### src/design/sfc_pkg.sv
`timescale 1ns / 1ps

package sfc_pkg;

    // Field widths of one received byte and one result.
    localparam int unsigned BYTE_W   = 8;
    localparam int unsigned STATUS_W = 2;
    localparam int unsigned FLEN_W   = 25;
    localparam int unsigned LEN_W    = 24;
    localparam int unsigned CFG_W    = 24;

    // Packed result width and its byte-aligned bus width.
    localparam int unsigned RES_W      = STATUS_W + FLEN_W + BYTE_W;
    localparam int unsigned RES_BUS_W  = ((RES_W + 7) / 8) * 8;

    // Header and trailer bytes around the payload: start, count, four length bytes, checksum.
    localparam logic [FLEN_W-1:0] FRAME_OVERHEAD = FLEN_W'(7);

    // Last index of the four little-endian length bytes.
    localparam logic [1:0] LEN_LAST_IDX = 2'd3;

    // Configuration register indexes.
    typedef enum logic {
        CFG_START_BYTE = 1'b0,
        CFG_MAX_LEN    = 1'b1
    } t_cfg_index;

    typedef enum logic [STATUS_W-1:0] {
        ST_OK        = 2'd0,
        ST_BAD_START = 2'd1,
        ST_BAD_SUM   = 2'd2,
        ST_TOO_LONG  = 2'd3
    } t_status;

    typedef enum logic [2:0] {
        PH_HUNT    = 3'd0,
        PH_COUNT   = 3'd1,
        PH_LEN     = 3'd2,
        PH_PAYLOAD = 3'd3,
        PH_CHECK   = 3'd4
    } t_phase;

    typedef struct packed {
        logic [BYTE_W-1:0] start_byte;
        logic [LEN_W-1:0]  max_len;
    } t_cfg;

    typedef struct packed {
        logic [BYTE_W-1:0] command_count;
        logic [FLEN_W-1:0] frame_length;
        t_status           status;
    } t_result;

endpackage

### src/design/sfc_cfg.sv
`timescale 1ns / 1ps

module sfc_cfg (
    input  logic                         i_clk,
    input  logic                         i_rst_n,
    input  logic                         i_cfg_we,
    input  logic                         i_cfg_index,
    input  logic [sfc_pkg::CFG_W-1:0]    i_cfg_data,
    output sfc_pkg::t_cfg                o_cfg
);
    import sfc_pkg::*;

    logic [BYTE_W-1:0] r_start_byte;
    logic [LEN_W-1:0]  r_max_len;

    always_ff @(posedge i_clk) begin
        if (!i_rst_n) begin
            r_start_byte <= '0;
            r_max_len    <= LEN_W'(65536);
        end else if (i_cfg_we) begin
            unique case (t_cfg_index'(i_cfg_index))
                CFG_START_BYTE: r_start_byte <= i_cfg_data[BYTE_W-1:0];
                CFG_MAX_LEN:    r_max_len    <= i_cfg_data[LEN_W-1:0];
                default:        r_max_len    <= r_max_len;
            endcase
        end
    end

    assign o_cfg.start_byte = r_start_byte;
    assign o_cfg.max_len    = r_max_len;

endmodule

### src/design/sfc_parser.sv
`timescale 1ns / 1ps

module sfc_parser (
    input  logic                         i_clk,
    input  logic                         i_rst_n,
    input  logic                         i_advance,
    input  logic [sfc_pkg::BYTE_W-1:0]   i_byte,
    input  sfc_pkg::t_cfg                i_cfg,
    output logic                         o_res_valid,
    output sfc_pkg::t_result             o_res
);
    import sfc_pkg::*;

    t_phase            r_phase,  n_phase;
    logic [1:0]        r_hdr_idx, n_hdr_idx;
    logic [LEN_W-1:0]  r_len,    n_len;
    logic [LEN_W-1:0]  r_remain, n_remain;
    logic [BYTE_W-1:0] r_sum,    n_sum;
    logic [BYTE_W-1:0] r_count,  n_count;

    logic [BYTE_W-1:0] sum_plus;
    logic              too_long;

    assign sum_plus = r_sum + i_byte;
    // At the fourth length byte the incoming byte is the top byte of a 32-bit length.
    assign too_long = (i_byte != '0) || (r_len > i_cfg.max_len);

    // Next state.
    always_comb begin
        n_phase   = r_phase;
        n_hdr_idx = r_hdr_idx;
        n_len     = r_len;
        n_remain  = r_remain;
        n_sum     = r_sum;
        n_count   = r_count;
        unique case (r_phase)
            PH_COUNT: begin
                n_count   = i_byte;
                n_sum     = i_byte;
                n_hdr_idx = '0;
                n_len     = '0;
                n_phase   = PH_LEN;
            end
            PH_LEN: begin
                n_sum = sum_plus;
                unique case (r_hdr_idx)
                    2'd0:    n_len[7:0]   = i_byte;
                    2'd1:    n_len[15:8]  = i_byte;
                    2'd2:    n_len[23:16] = i_byte;
                    default: n_len        = r_len;
                endcase
                if (r_hdr_idx != LEN_LAST_IDX) begin
                    n_hdr_idx = r_hdr_idx + 2'd1;
                end else begin
                    n_hdr_idx = '0;
                    n_remain  = r_len;
                    if (too_long) begin
                        n_phase = PH_HUNT;
                    end else if (r_len == '0) begin
                        n_phase = PH_CHECK;
                    end else begin
                        n_phase = PH_PAYLOAD;
                    end
                end
            end
            PH_PAYLOAD: begin
                n_sum    = sum_plus;
                n_remain = r_remain - LEN_W'(1);
                if (r_remain == LEN_W'(1)) begin
                    n_phase = PH_CHECK;
                end
            end
            PH_CHECK: begin
                n_phase = PH_HUNT;
            end
            default: begin
                // Hunting, and any unused phase code behaves the same.
                n_phase = (i_byte == i_cfg.start_byte) ? PH_COUNT : PH_HUNT;
            end
        endcase
    end

    // Result of the current byte.
    always_comb begin
        o_res_valid          = 1'b0;
        o_res.status         = ST_OK;
        o_res.frame_length   = '0;
        o_res.command_count  = '0;
        unique case (r_phase)
            PH_COUNT, PH_PAYLOAD: begin
                o_res_valid = 1'b0;
            end
            PH_LEN: begin
                if (r_hdr_idx == LEN_LAST_IDX && too_long) begin
                    o_res_valid         = 1'b1;
                    o_res.status        = ST_TOO_LONG;
                    o_res.command_count = r_count;
                end
            end
            PH_CHECK: begin
                o_res_valid         = 1'b1;
                o_res.status        = (sum_plus == '0) ? ST_OK : ST_BAD_SUM;
                o_res.frame_length  = FLEN_W'(r_len) + FRAME_OVERHEAD;
                o_res.command_count = r_count;
            end
            default: begin
                if (i_byte != i_cfg.start_byte) begin
                    o_res_valid  = 1'b1;
                    o_res.status = ST_BAD_START;
                end
            end
        endcase
    end

    always_ff @(posedge i_clk) begin
        if (!i_rst_n) begin
            r_phase   <= PH_HUNT;
            r_hdr_idx <= '0;
            r_len     <= '0;
            r_remain  <= '0;
            r_sum     <= '0;
            r_count   <= '0;
        end else if (i_advance) begin
            r_phase   <= n_phase;
            r_hdr_idx <= n_hdr_idx;
            r_len     <= n_len;
            r_remain  <= n_remain;
            r_sum     <= n_sum;
            r_count   <= n_count;
        end
    end

endmodule

### src/design/serial_frame_checksum_parser.sv
`timescale 1ns / 1ps

// The byte register feeds the parser, which feeds the result register on the master side.
// Throughput: one byte per cycle while the result register has room for any result the byte yields.
// The byte register keeps moving while a result waits, as long as the byte it holds yields no result.
// Reset (synchronous, active low) empties both registers, returns the parser to hunting for a
// start byte and loads start_byte = 0 and max_payload_len = 65536.
module serial_frame_checksum_parser (
    input  logic                             i_clk,
    input  logic                             i_rst_n,
    // Slave side: tdata holds rx_byte [7:0].
    input  logic                             s_axis_tvalid,
    output logic                             s_axis_tready,
    input  logic [sfc_pkg::BYTE_W-1:0]       s_axis_tdata,
    // Master side: tdata holds status [1:0], frame_length [26:2], command_count [34:27],
    // and zero padding [39:35].
    output logic                             m_axis_tvalid,
    input  logic                             m_axis_tready,
    output logic [sfc_pkg::RES_BUS_W-1:0]    m_axis_tdata,
    // Configuration write port: index 0 is start_byte, index 1 is max_payload_len.
    input  logic                             i_cfg_we,
    input  logic                             i_cfg_index,
    input  logic [sfc_pkg::CFG_W-1:0]        i_cfg_data
);
    import sfc_pkg::*;

    t_cfg              cfg;
    logic              r_in_valid;
    logic [BYTE_W-1:0] r_in_byte;
    logic              r_out_valid;
    t_result           r_out;
    logic              res_valid;
    t_result           res;
    logic              advance;

    sfc_cfg u_cfg (
        .i_clk       (i_clk),
        .i_rst_n     (i_rst_n),
        .i_cfg_we    (i_cfg_we),
        .i_cfg_index (i_cfg_index),
        .i_cfg_data  (i_cfg_data),
        .o_cfg       (cfg)
    );

    // The byte held in the input register is consumed when its result, if any, has room:
    // the result register is empty, is being drained this cycle, or the byte yields nothing.
    assign advance       = r_in_valid && (!r_out_valid || m_axis_tready || !res_valid);
    assign s_axis_tready = !r_in_valid || advance;

    always_ff @(posedge i_clk) begin
        if (!i_rst_n) begin
            r_in_valid <= 1'b0;
        end else if (s_axis_tready) begin
            r_in_valid <= s_axis_tvalid;
        end
    end

    always_ff @(posedge i_clk) begin
        if (s_axis_tready && s_axis_tvalid) begin
            r_in_byte <= s_axis_tdata;
        end
    end

    sfc_parser u_parser (
        .i_clk       (i_clk),
        .i_rst_n     (i_rst_n),
        .i_advance   (advance),
        .i_byte      (r_in_byte),
        .i_cfg       (cfg),
        .o_res_valid (res_valid),
        .o_res       (res)
    );

    // Result register: loaded when the parser produces a result, cleared when the beat is taken.
    always_ff @(posedge i_clk) begin
        if (!i_rst_n) begin
            r_out_valid <= 1'b0;
        end else if (advance && res_valid) begin
            r_out_valid <= 1'b1;
        end else if (m_axis_tready) begin
            r_out_valid <= 1'b0;
        end
    end

    always_ff @(posedge i_clk) begin
        if (advance && res_valid) begin
            r_out <= res;
        end
    end

    assign m_axis_tvalid = r_out_valid;
    assign m_axis_tdata  = RES_BUS_W'(r_out);

endmodule

### config.mk
export PLATFORM = sky130hd
export DESIGN_NAME = serial_frame_checksum_parser
export DESIGN_NICKNAME = d
export VERILOG_FILES = /design/src/design/sfc_pkg.sv /design/src/design/sfc_cfg.sv /design/src/design/sfc_parser.sv /design/src/design/serial_frame_checksum_parser.sv
export SDC_FILE = /design/constraint.sdc
export NUM_CORES = 1
export LEC_CHECK = 0
export BUFFER_PORTS_ARGS = -buffer_cell sky130_fd_sc_hd__clkbuf_2
export CAP_MARGIN = 30
export CORE_ASPECT_RATIO = 0.9
export CORE_UTILIZATION = 60
export DETAILED_ROUTE_END_ITERATION = 8
export GPL_TIMING_DRIVEN = 0
export PLACE_DENSITY = 0.81
export SYNTH_ARGS = -nofsm -noshare
export SYNTH_HDL_FRONTEND = slang
export SYNTH_HIERARCHICAL = 1
export SYNTH_SLANG_ARGS = --single-unit
### constraint.sdc
create_clock -name i_clk -period 10.39 [get_ports i_clk]
set_input_delay 1.039 -clock i_clk [delete_from_list [all_inputs] [get_ports i_clk]]
set_output_delay 1.039 -clock i_clk [all_outputs]
set_load 0.005 [all_outputs]
* Word level (Yosys, flattened, before mapping) *
Cells that the tools add are included.

word-level totals
  bits of input ports = 38
  word-level logic and storage cells = 95
  output and inout bits = 42
  register bits = 146

operators by class
  add/subtract/negate cells = 4
  order comparisons = 1
  reduce and logical (&&, ||, !) cells = 31
  bitwise gates (word level) = 1
  eq/ne operators = 16
  mux-type cells = 26

operators with widths
  cell                                                                    count
  24-bit case mux with 2 select lines                                     2
  8-bit 2-to-1 mux                                                        4
  8-bit case mux with 2 select lines                                      2
  24-bit by 3-bit adder with 25-bit output, second input constant         1
  24-bit by 1-bit equality test with 1-bit output, second input constant  1
  24-bit greater-than comparator                                          1
  24-bit logical NOT                                                      1
  24-bit 2-to-1 mux                                                       1
  24-bit by 1-bit subtractor with 24-bit output, second input constant    1
  3-bit AND reduction                                                     5
  3-bit 2-to-1 mux                                                        4
  3-bit case mux with 4 select lines                                      1
  2-bit inequality test, second input constant                            5
  2-bit AND reduction                                                     5
  8-bit adder                                                             1
  8-bit equality test                                                     1
  8-bit logical NOT                                                       1
  8-bit inequality test                                                   1
  2-bit nonzero test                                                      4
  8-bit nonzero test                                                      1
  3-bit by 2-bit equality test with 1-bit output, second input constant   2
  1-bit 2-to-1 mux                                                        6
  2-bit 2-to-1 mux                                                        3
  2-bit case mux with 3 select lines                                      1
  other kinds (14)                                                        24

* Depth between registers and ports, before layout *
  depth in word-level cells = 10
  gate-level depth with buffers = 17
  mapped depth without buffers = 15

* Hierarchy *
The synthesis kept the hierarchy.

by module, submodules not included
  module                        sequential area each (um^2)  cells an instance  area each (um^2)  times used
  sfc_parser                    1381.3                       712                5193.7            1
  serial_frame_checksum_parser  1331.3                       61                 1450.1            1
  sfc_cfg                       640.6                        138                1244.9            1

* Worst setup path after synthesis *
No wires, ideal clock.

  kind = reg2reg
  start point = reg u_parser.r_len[23]
  end point = reg r_out, in the netlist m_axis_tdata[0] (enable)
  slack = 6.537 ns
  period minus slack after synthesis = 3.853 ns
  library setup time = 0.427 ns
  data arrival time = 3.425 ns
  stages on the path, launching flop included = 10
  cells stage by stage = dfxtp_1 ha_1 nand4_1 nor4_1 o31a_1 o2111ai_1 clkbuf_2 nand2_1 nand2_1 nor2_1

on the way
  cells in the longest elaborated chain, start to end = 9

RTL lines
  what                                    RTL line                            RTL
  from (decl)                             sfc_parser.sv:16                    logic [LEN_W-1:0] r_len, n_len;
  from (signal assigned)                  sfc_parser.sv:126                   r_len <= n_len;
  24-bit greater-than comparator (*)      sfc_parser.sv:26                    assign too_long = (i_byte != '0) || (r_len > i_cfg.max_len);
  1-bit logical OR (*)                    sfc_parser.sv:26
  1-bit logical AND (*)                   sfc_parser.sv:94                    if (r_hdr_idx == LEN_LAST_IDX && too_long) begin
  1-bit 2-to-1 mux (*)                    sfc_parser.sv:94
  1-bit case mux with 3 select lines (*)  sfc_parser.sv:89                    unique case (r_phase)
  named net res_valid                     serial_frame_checksum_parser.sv:32  logic res_valid;
  1-bit logical NOT                       serial_frame_checksum_parser.sv:47  assign advance = r_in_valid && (!r_out_valid || m_axis_tready || !res_valid);
  1-bit logical OR                        serial_frame_checksum_parser.sv:47
  1-bit logical AND                       serial_frame_checksum_parser.sv:47
  1-bit logical AND (*)                   serial_frame_checksum_parser.sv:86  if (advance && res_valid) begin
  to (signal assigned)                    serial_frame_checksum_parser.sv:87  r_out <= res;
  to (decl)                               serial_frame_checksum_parser.sv:31  t_result r_out;

Mark *: on every way through the listed nets, which the timed path passes. The rest lies on a longest branch.
A chain may end at the register's enable or synchronous reset.

* Final worst setup path *
  start point = reg r_in_byte[4]
  end point = reg u_parser.r_remain[17]

on the way
  cells in the longest elaborated chain, start to end = 9

RTL lines
  what                                      RTL line                            RTL
  from (decl)                               serial_frame_checksum_parser.sv:29  logic [BYTE_W-1:0] r_in_byte;
  from (signal assigned)                    serial_frame_checksum_parser.sv:60  r_in_byte <= s_axis_tdata;
  8-bit nonzero test                        sfc_parser.sv:26
  1-bit logical OR                          sfc_parser.sv:26
  1-bit logical AND                         sfc_parser.sv:94
  1-bit 2-to-1 mux                          sfc_parser.sv:94
  1-bit case mux with 3 select lines (*)    sfc_parser.sv:89
  named net res_valid                       serial_frame_checksum_parser.sv:32
  1-bit logical NOT (*)                     serial_frame_checksum_parser.sv:47
  1-bit logical OR (*)                      serial_frame_checksum_parser.sv:47
  1-bit logical AND (*)                     serial_frame_checksum_parser.sv:47
  named net advance                         serial_frame_checksum_parser.sv:34  logic advance;
  3-bit AND reduction (no source line) (*)  --
  to (signal assigned)                      sfc_parser.sv:127                   r_remain <= n_remain;
  to (decl)                                 sfc_parser.sv:17                    logic [LEN_W-1:0] r_remain, n_remain;

Marked as above.

==> impl_metrics.ini <==
[critical_path]
crit_end = u_parser/r_remain[17]
path_max_fanout = 10
ff2ff_path_depth = 14
cp-start-kind = register
endpoint_kind = register
crit_top_cell = clkbuf_1
cpLargestDelayFamily = compound AO/OA/AOI/OAI gates
crit_buf_inv = 3
startpoint = r_in_byte[4]
crit_chain = or4_4 -> a2111oi_4 -> o211ai_2 -> o2111ai_1 -> clkbuf_2 -> nand2_1 -> a21boi_1 -> o21ai_0 -> or2_2 -> clkbuf_1 -> clkbuf_1 -> a21o_1 -> a22oi_1 -> nor2_1
cp_slowest_cell = or4_4
path_class = reg2reg
arrival_ns = 4.93
crit_required_ns = 10.68
cp_num_cells = 14
r2r_start = r_in_byte[4]
r2r_setup_slack_ns = 5.75
cp_slowest_stage_delay_ns = 0.64
r2r_end = u_parser/r_remain[17]

[clocking]
root_buffer = clkbuf_16
cts_setup_buffers = 0
clkSinkCount = 146
clock_latency_ns = 0.43
tritoncts = yes
clk_pin_slew_ns = 0.06
cts_resized = 0
numCtsBuffers = 17
htreeDepth = 4
ctsLongestPathBuffers = 2
cts.hold.buffers_added = 0

[sta]
hold_viol_final = 0
slew_viol_final = 0
setup_viol = 0
fmax_mhz = 215.6
rsz0062_at_grt = false
finalClockSkew_ns = 0.009306
relSlewSlack = 0.5624
post-route-period-util = 0.4465
layout_min_cycle_time_ns = 4.639
tns_ns = 0
fin_ws_ns = 5.751
worst_slew_pin_slew_ns = 0.6505

[drt]
drt_iter0_markers = 897
vias = 7309
via_per_inst = 6.173
detail_route.wl_per_cell_um = 17.89
dr.pass1.iters = 6
antenna_left = 0
wl_um = 21180
drc = 0

[power_and_ir_drop]
powerDensity_nw_per_um2 = 144.6
ir_worst_vdd_mv = 0.1384
cellLeakagePower_nw = 3.418

[die]
rows = 39
die-height_um = 110.8
die_w_um = 122.9
io_pins = 80
initial_core_util = 0.6194
die-area_sq_um = 13610
core_area_sq_um = 12740

[placement]
post-place-ws_ns = 5.870
place_area_sq_um = 8477
dp_hpwl_um = 14840
gp_congestion = 0.9654
io_buffers = 72

[job]
max_cap_viol_count = 0

[status]
status = finished clean

[global_route]
track_usage = 0.3272
antenna_found_initial = 0
grt_pass1_vias = 6607
grt_max_degree = 36
grt_overflow = 0
grt_first_pass_wirelength_um = 33940

[final_layout]
num-nets-final = 1085
num-fill-cells = 994
n_antenna_cell = 0
layout-drive-gt1-share = 0.1353
final_cell_area_sq_um = 9087
syn_to_final_growth_pct = 15.19

[synthesis]
syn_area_per_cell_sq_um = 8.660
ys_types = 70
async_reset_ff_frac = 0
synth_top_area_frac = 0.2614
yosys-top-cells-area = dfxtp_1 26%, edfxtp_1 16%, nand2_1 6.5%
ys_ff_latch = 146
synth_edf_count = 43
yosysWarnings = 6
syn_area_sq_um = 7889
yosysSeqAreaShare = 0.4251
synth_cells = 911
synth_ff_type = dfxtp_1
synth.largest_area_cell = dfxtp_1

[hold_path]
min_path_type = reg2reg
-- tightest hold or removal path: stages, from the launching register on --
cell and delay (ns):
dfxtp_1 0.31, nand2_1 0.05, o21ai_1 0.05
-- synthesized netlist by cell type, drive strengths merged, types with 18 or more instances --
| master | instances |
|---|---|
| clkbuf | 48 |
| nand2 | 136 |
| ha | 39 |
| mux2i | 18 |
| nor2 | 61 |
| nand4 | 55 |
| nand3 | 22 |
| nor4 | 18 |
| a21oi | 73 |
| dfxtp | 103 |
| inv | 38 |
| xnor2 | 20 |
| edfxtp | 43 |
| o21ai | 59 |
-- sequential cells by signal (all words and copies together) (netlist names), 3 cells and up --
name	flops
m_axis_tdata	35
u_cfg/r_max_len	24
u_parser/r_len	24
u_parser/r_remain	24
r_in_byte	8
u_cfg/r_start_byte	8
u_parser/r_count	8
u_parser/r_sum	8
u_parser/r_phase	3
-- final cells by class --
cell class	instances	area [sq um]	share of cell area
Multi-Input combinational cell	663	4053	0.4460
Inverter	40	150.1	0.01652
Clock buffer	26	550.5	0.06058
Timing Repair Buffer	73	380.4	0.04186
Sequential cell	146	3353	0.3690
Buffer	66	355.3	0.03910
Tap cell	164	205.2	0.02258
Clock inverter	6	40.04	0.004406
-- kinds of logic (layout without fill, tap and decap cells) --
kind of cell / count (synthesis) / after routing / share of synthesized area
simple gates: 365 / 365 / 0.2289
compound gates: 202 / 202 / 0.1575
flops: 146 / 146 / 0.4251
buf+inv: 106 / 211 / 0.06408
fa+ha+maj: 41 / 41 / 0.06566
xor+xnor: 32 / 32 / 0.03553
mux: 18 / 18 / 0.02284
other cells: 1 / 5 / 0.0004754
-- report_power, final --
group | total [mW] | internal (mW) | switching (mW)
Clock | 0.596 | 0.364 | 0.233
Sequential | 0.616 | 0.603 | 0.0129
Combinational | 0.101 | 0.0400 | 0.0612
Total | 1.31 | 1.01 | 0.307
-- per-stage QoR --
stage | hold WS [ns] | power (mW) | utilization | instances
floorplan | 0.4284 | 0.6899 | - | 915
global placement | 0.4389 | 0.7220 | 0.6650 | 1151
detailed placement | 0.4442 | 0.7246 | 0.6656 | 1151
CTS | 0.4546 | 1.317 | 0.7120 | 1183
global route | 0.4795 | 1.353 | 0.7135 | 1184
finish | 0.4527 | 1.314 | 0.7135 | 1184
-- routing by layer --
layer,up-vias,part of all wire,global-route usage,wire [um]
li1,3462,-,-,-
met1,3413,0.43,0.4551,9173
met2,384,0.44,0.4854,9399
met3,50,0.093,0.07819,1964
met4,0,0.030,0.1325,646
met5,-,0,0,0
-- worst min-delay path by stage --
stage | cells after the start | slack [ns] | startpoint | to
final | 2 | 0.45 | u_cfg/r_max_len[23] | u_cfg/r_max_len[23]
after global routing | 2 | 0.48 | u_cfg/r_max_len[10] | u_cfg/r_max_len[10]
after CTS | 2 | 0.45 | u_cfg/r_max_len[22] | u_cfg/r_max_len[22]
after detailed placement | 2 | 0.44 | u_parser/r_count[6] | u_parser/r_count[6]
after global placement | 2 | 0.44 | u_cfg/r_max_len[11] | u_cfg/r_max_len[11]
after floorplan | 2 | 0.43 | u_cfg/r_max_len[10] | u_cfg/r_max_len[10]
-- placed cells by master (no fill, tap or decap), types with 5 or more instances in the layout --
cell type,count
o21ai_1,11
nor3_1,16
inv_1,38
xor2_1,12
and2_1,7
or2_2,5
a21oi_1,73
ha_1,39
conb_1,5
clkbuf_16,18
a211oi_1,6
nor2_1,60
mux2i_1,18
nor4_1,18
nand2_1,136
nand4_1,55
nand2b_1,5
nand3_1,22
clkbuf_8,9
buf_6,7
and3_1,6
xnor2_1,20
buf_4,5
or3_1,10
a21boi_0,11
dfxtp_1,103
a22oi_1,7
clkbuf_1,44
edfxtp_1,43
clkbuf_2,75
o21ai_0,48
No activity file was read; power rests on OpenSTA's default activity.
